## src/rtl/lrb_pkg.sv

```systemverilog
// Shared constants, types and ring helpers for the overwriting log ring buffer.
`default_nettype none

package lrb_pkg;

    // Ring size; a power of two so a cursor wraps by dropping high bits.
    localparam int DEPTH      = 1024 * 4;
    localparam int MAX_BURST  = 64;
    localparam int PW         = $clog2(DEPTH);
    localparam int DATA_W     = 8;
    localparam int CURSOR_W   = 12;
    localparam int LIM_W      = 7;
    localparam int OUT_POS_W  = 12;
    localparam int CMP_W      = (PW + 1 > LIM_W) ? PW + 1 : LIM_W;

    localparam int FIFO_DEPTH = 3;
    localparam int FIFO_PTR_W = $clog2(FIFO_DEPTH);
    localparam int FIFO_CNT_W = $clog2(FIFO_DEPTH + 1);

    localparam logic OP_APPEND = 1'b0;
    localparam logic OP_READ   = 1'b1;

    typedef logic [PW-1:0] pos_t;

    typedef enum logic [1:0] {
        ST_CLEAR,
        ST_IDLE,
        ST_READ
    } state_t;

    typedef struct packed {
        logic                 byte_valid;
        logic [OUT_POS_W-1:0] next_cursor;
        logic [OUT_POS_W-1:0] fill_level;
        logic                 last;
    } rsp_meta_t;

    typedef struct packed {
        logic [DATA_W-1:0]    out_byte;
        logic                 byte_valid;
        logic [OUT_POS_W-1:0] next_cursor;
        logic [OUT_POS_W-1:0] fill_level;
        logic                 last;
    } out_item_t;

    function automatic pos_t ring_next(input pos_t p);
        return (p == PW'(DEPTH - 1)) ? '0 : p + pos_t'(1);
    endfunction

    // Distance from 'from' forward to 'to' around the ring.
    function automatic logic [PW:0] ring_dist(input pos_t from, input pos_t to);
        logic [PW:0] f;
        logic [PW:0] t;
        f = {1'b0, from};
        t = {1'b0, to};
        return (t >= f) ? (t - f) : ((PW + 1)'(DEPTH) - (f - t));
    endfunction

endpackage

`default_nettype wire

```

## src/rtl/lrb_out_fifo.sv

```systemverilog
// Small result queue between the RAM response stage and the output port.
`default_nettype none

module lrb_out_fifo (
    input  wire logic                            clk,
    input  wire logic                            rst_n,
    input  wire logic                            push,
    input  wire lrb_pkg::out_item_t              push_item,
    input  wire logic                            pop,
    output logic                                 head_valid,
    output lrb_pkg::out_item_t                   head_item,
    output logic [lrb_pkg::FIFO_CNT_W-1:0]       count
);
    import lrb_pkg::*;

    out_item_t               slot_reg [FIFO_DEPTH];
    logic [FIFO_PTR_W-1:0]   wr_ptr_reg, wr_ptr_next;
    logic [FIFO_PTR_W-1:0]   rd_ptr_reg, rd_ptr_next;
    logic [FIFO_CNT_W-1:0]   cnt_reg, cnt_next;

    function automatic logic [FIFO_PTR_W-1:0] ptr_inc(input logic [FIFO_PTR_W-1:0] p);
        return (p == FIFO_PTR_W'(FIFO_DEPTH - 1)) ? '0 : p + FIFO_PTR_W'(1);
    endfunction

    always_comb
    begin
        wr_ptr_next = push ? ptr_inc(wr_ptr_reg) : wr_ptr_reg;
        rd_ptr_next = pop  ? ptr_inc(rd_ptr_reg) : rd_ptr_reg;
        cnt_next    = cnt_reg + FIFO_CNT_W'(push) - FIFO_CNT_W'(pop);
    end

    always_ff @(posedge clk or negedge rst_n)
    begin
        if (!rst_n)
        begin
            wr_ptr_reg <= '0;
            rd_ptr_reg <= '0;
            cnt_reg    <= '0;
        end
        else
        begin
            wr_ptr_reg <= wr_ptr_next;
            rd_ptr_reg <= rd_ptr_next;
            cnt_reg    <= cnt_next;
        end
    end

    always_ff @(posedge clk)
    begin
        if (push)
        begin
            slot_reg[wr_ptr_reg] <= push_item;
        end
    end

    assign head_valid = (cnt_reg != '0);
    assign head_item  = slot_reg[rd_ptr_reg];
    assign count      = cnt_reg;

endmodule

`default_nettype wire

```

## config.mk

```make
export PLATFORM = sky130hd
export DESIGN_NAME = lrb_out_fifo
export DESIGN_NICKNAME = d
export VERILOG_FILES = /design/src/rtl/lrb_pkg.sv /design/src/rtl/lrb_out_fifo.sv
export SDC_FILE = /design/constraint.sdc
export NUM_CORES = 1
export LEC_CHECK = 0
export BUFFER_PORTS_ARGS = -buffer_cell sky130_fd_sc_hd__buf_2
export CELL_PAD_IN_SITES_DETAIL_PLACEMENT = 1
export CELL_PAD_IN_SITES_GLOBAL_PLACEMENT = 2
export CORE_ASPECT_RATIO = 1.1
export CORE_UTILIZATION = 44
export CTS_BUF_LIST = sky130_fd_sc_hd__clkbuf_8
export DETAILED_ROUTE_END_ITERATION = 10
export PLACE_DENSITY_LB_ADDON = 0.2
export RECOVER_POWER = 50
export SYNTH_ARGS = -nofsm -noshare
export SYNTH_HDL_FRONTEND = slang
export SYNTH_SLANG_ARGS = --single-unit
```

## constraint.sdc

```tcl
create_clock -name clk -period 10.5 [get_ports clk]
set_input_delay 1.575 -clock clk [delete_from_list [all_inputs] [get_ports clk]]
set_output_delay 1.575 -clock clk [all_outputs]
set_load 0.02 [all_outputs]
```

==> impl_metrics.toml <==
[power]
power.leakage_nw = 1.661
swShare = 0.3072
clkPwrFrac = 0.223
p_per_area_nw_per_um2 = 227.2
seq_power_share = 0.553
finalPower_mw = 1.064
peakVddDrop_mv = 0.1249
internal_power_mw = 0.7371
power_frac_comb = 0.223
p_sw_mw = 0.3268

[grt]
grt_pass1_vias = 2128
grt_max_degree = 71
grt_first_pass_wirelength_microns = 10150
antenna_found_initial = 0
grt_usage = 0.1445
grt_overflow_total = 0

[setup_path]
cpPeakStageDelay_ns = 1.79
required_ns = 8.93
crit_arrival_ns = 2.83
crit_type = "flop to output port"
crit_slowest_cell = "dfrtp_1"
critPathCaptureType = "output port"
cp_cell_sequence = "o21ai_0 > buf_2"
cp_max_fo = 70
worstSetupStartpointType = "flop"
cp_top_family = "flip-flops"
cp_num_buf_inv = 1

[logic_synthesis]
ys_dominant_reg_cell = "edfxtp_1"
synth.distinct_cells = 20
yosys.area.top_type = "edfxtp_1"
syn-cell-area_sq_um = 4099
synth_nets = 280
yosysTopAreaCellShare = 0.7473
synth_area_leaders = "edfxtp_1 75%, mux2i_1 8.8%, dfrtp_1 3.7%"
synth_most_common_cell = "edfxtp_1"
yosysWarnings = 0
synth_seq_cells = 108
synth_cells = 240
netlist_top_cells_count = "102 x edfxtp_1, 36 x mux2i_1, 35 x nand2_1"
synthArstFlopShare = 0.05556
synth_area_per_cell_sq_um = 17.08
synth_edf_count = 102
yosysSeqAreaShare = 0.7839

[status]
violations = "max-capacitance violations, max-slew violations"
status = "finished, violations left"

[finish]
ff_latch_area_sq_um = 3214
n_fill_cell = 887
areaGrowthSynthToFinish_pct = 14.26
largest_register_ffs = 102
drive_gt1_frac = 0.1796
layout.nets = 358
multi_input_comb_area_sq_um = 772.0
diodes = 0

[drt]
highest_layer = "met4"
drc = 0
wl_met2_microns = 3597
drtPass1Iterations = 4
post_drt_via_cell_ratio = 4.961
drt_wl_total_microns = 6854
antenna_left = 0
routedWlPerCell_microns = 15.68
wl_met1_microns = 2858
drtIter0Drc = 84
vias = 2168
dr_wl_met3_microns = 284

[die]
die_area_sq_um = 9706
row_count = 36
io_pins = 75
core_sq_um = 8964
fp.dieH_microns = 103.2
start_util = 0.4573
die_w_microns = 94.03

[timing]
worst_pin_slew_ns = 2.139
grt_setup_unrepaired = "no"
finalSetupTns_ns = 0
finalMaxSlewViolations = 71
fmax_mhz = 227.1
setup_viol = 0
period_share = 0.4194
layout_min_cycle_time_ns = 4.403
slew_headroom = -0.4262
fin_skew_ns = 0.008688
fin_hold_ws_ns = 0.5714
hold_viol = 0

[cts]
cts_setup_buffers = 0
ctsHoldBuffers = 0
cts.path.max_buffers = 2
clock_sinks = 108
cts_tree = "done"
clock_latency_ns = 0.35
cts_buffers = 9
clk_pin_slew_ns = 0.09
cts-root-buf = "clkbuf_8"
cts.repair.resized = 0
htree_levels = 3

[min_path]
hold_class = "flop to flop"

[run]
cap_violations = 1

[placed_design]
io_buffers = 74
globalplace.congestion = 0.6945
hpwl_microns = 4283
==> worst register-to-register path, cell delays in order (launching register included) <==
cell and delay (ns):
dfrtp_1 1.79, nand2b_1 0.27, o21ai_0 0.09
==> layout make-up <==
| cell class | instances | area share |
|---|---|---|
| clock buffer | 9 | 0.02645 |
| clock inverter | 7 | 0.01469 |
| inverter | 4 | 0.003206 |
| timing repair buffer | 78 | 0.07400 |
| sequential | 108 | 0.6863 |
| tap | 114 | 0.03046 |
| multi-input combinational | 117 | 0.1648 |
==> layout by cell type, fill, tap and decap left out, drive strengths merged <==
cell type / count
a21o: 1
buf: 39
bufinv: 1
clkbuf: 48
clkinv: 2
clkinvlp: 3
dfrtp: 6
edfxtp: 102
ha: 2
inv: 5
mux2i: 36
nand2: 35
nand2b: 1
nor2: 1
nor3b: 2
o21ai: 35
or2: 1
or2b: 1
xnor2: 2
==> metrics by stage <==
step / std cells / setup slack (ns) / utilization / cell area (sq um)
floorplan: 240 / 5.883 / - / 4099
global placement: 421 / 7.128 / 0.5077 / 4551
detailed placement: 421 / 7.156 / 0.5077 / 4551
CTS: 437 / 6.746 / 0.5292 / 4743
global route: 437 / 5.804 / 0.5225 / 4683
finish: 437 / 6.097 / 0.5225 / 4683
==> layer usage <==
metal  track usage  vias to the layer above
li1              -                     1048
met1        0.1707                     1056
met2        0.2538                       54
met3       0.02924                       10
met4       0.07101                        0
met5             0                        -
==> power groups by stage <==
stage                     registers, mW  clock network [mW]  logic, mW
after global routing              0.597               0.261      0.261
after floorplan                   0.571                   0      0.193
after global placement            0.598                   0      0.243
final                             0.589               0.238      0.238
after CTS                         0.591               0.247      0.246
after detailed placement          0.601                   0      0.246
==> cells by family (layout without fill, tap and decap cells) <==
group | count (synthesis) | after routing | synth area share
AOI/OAI and AO/OA | 36 | 36 | 0.04548
and+or+nand+nor | 41 | 41 | 0.04152
DFF | 108 | 108 | 0.7839
adders and majority gates | 2 | 2 | 0.006104
buffers and inverters | 15 | 98 | 0.03083
xor gates and xnor gates | 2 | 2 | 0.004274
muxes | 36 | 36 | 0.08791
==> worst paths after layout <==
| check | startpoint | end | slack [ns] | cells past startpoint |
|---|---|---|---|---|
| worst min register to register | wr_ptr_reg[0] | wr_ptr_reg[0] | 0.57 | 1 |
| worst max register to register | rd_ptr_reg[1] | rd_ptr_reg[1] | 8.23 | 2 |
| max in group asynchronous | rst_n | rd_ptr_reg[0] | 9.15 | 1 |
| min in group asynchronous | rst_n | count[1] | 1.08 | 1 |
| worst max-delay path | rd_ptr_reg[1] | head_item[0] | 6.10 | 2 |
| worst min-delay path | wr_ptr_reg[0] | wr_ptr_reg[0] | 0.57 | 1 |
(Power assumes the default switching activity.)
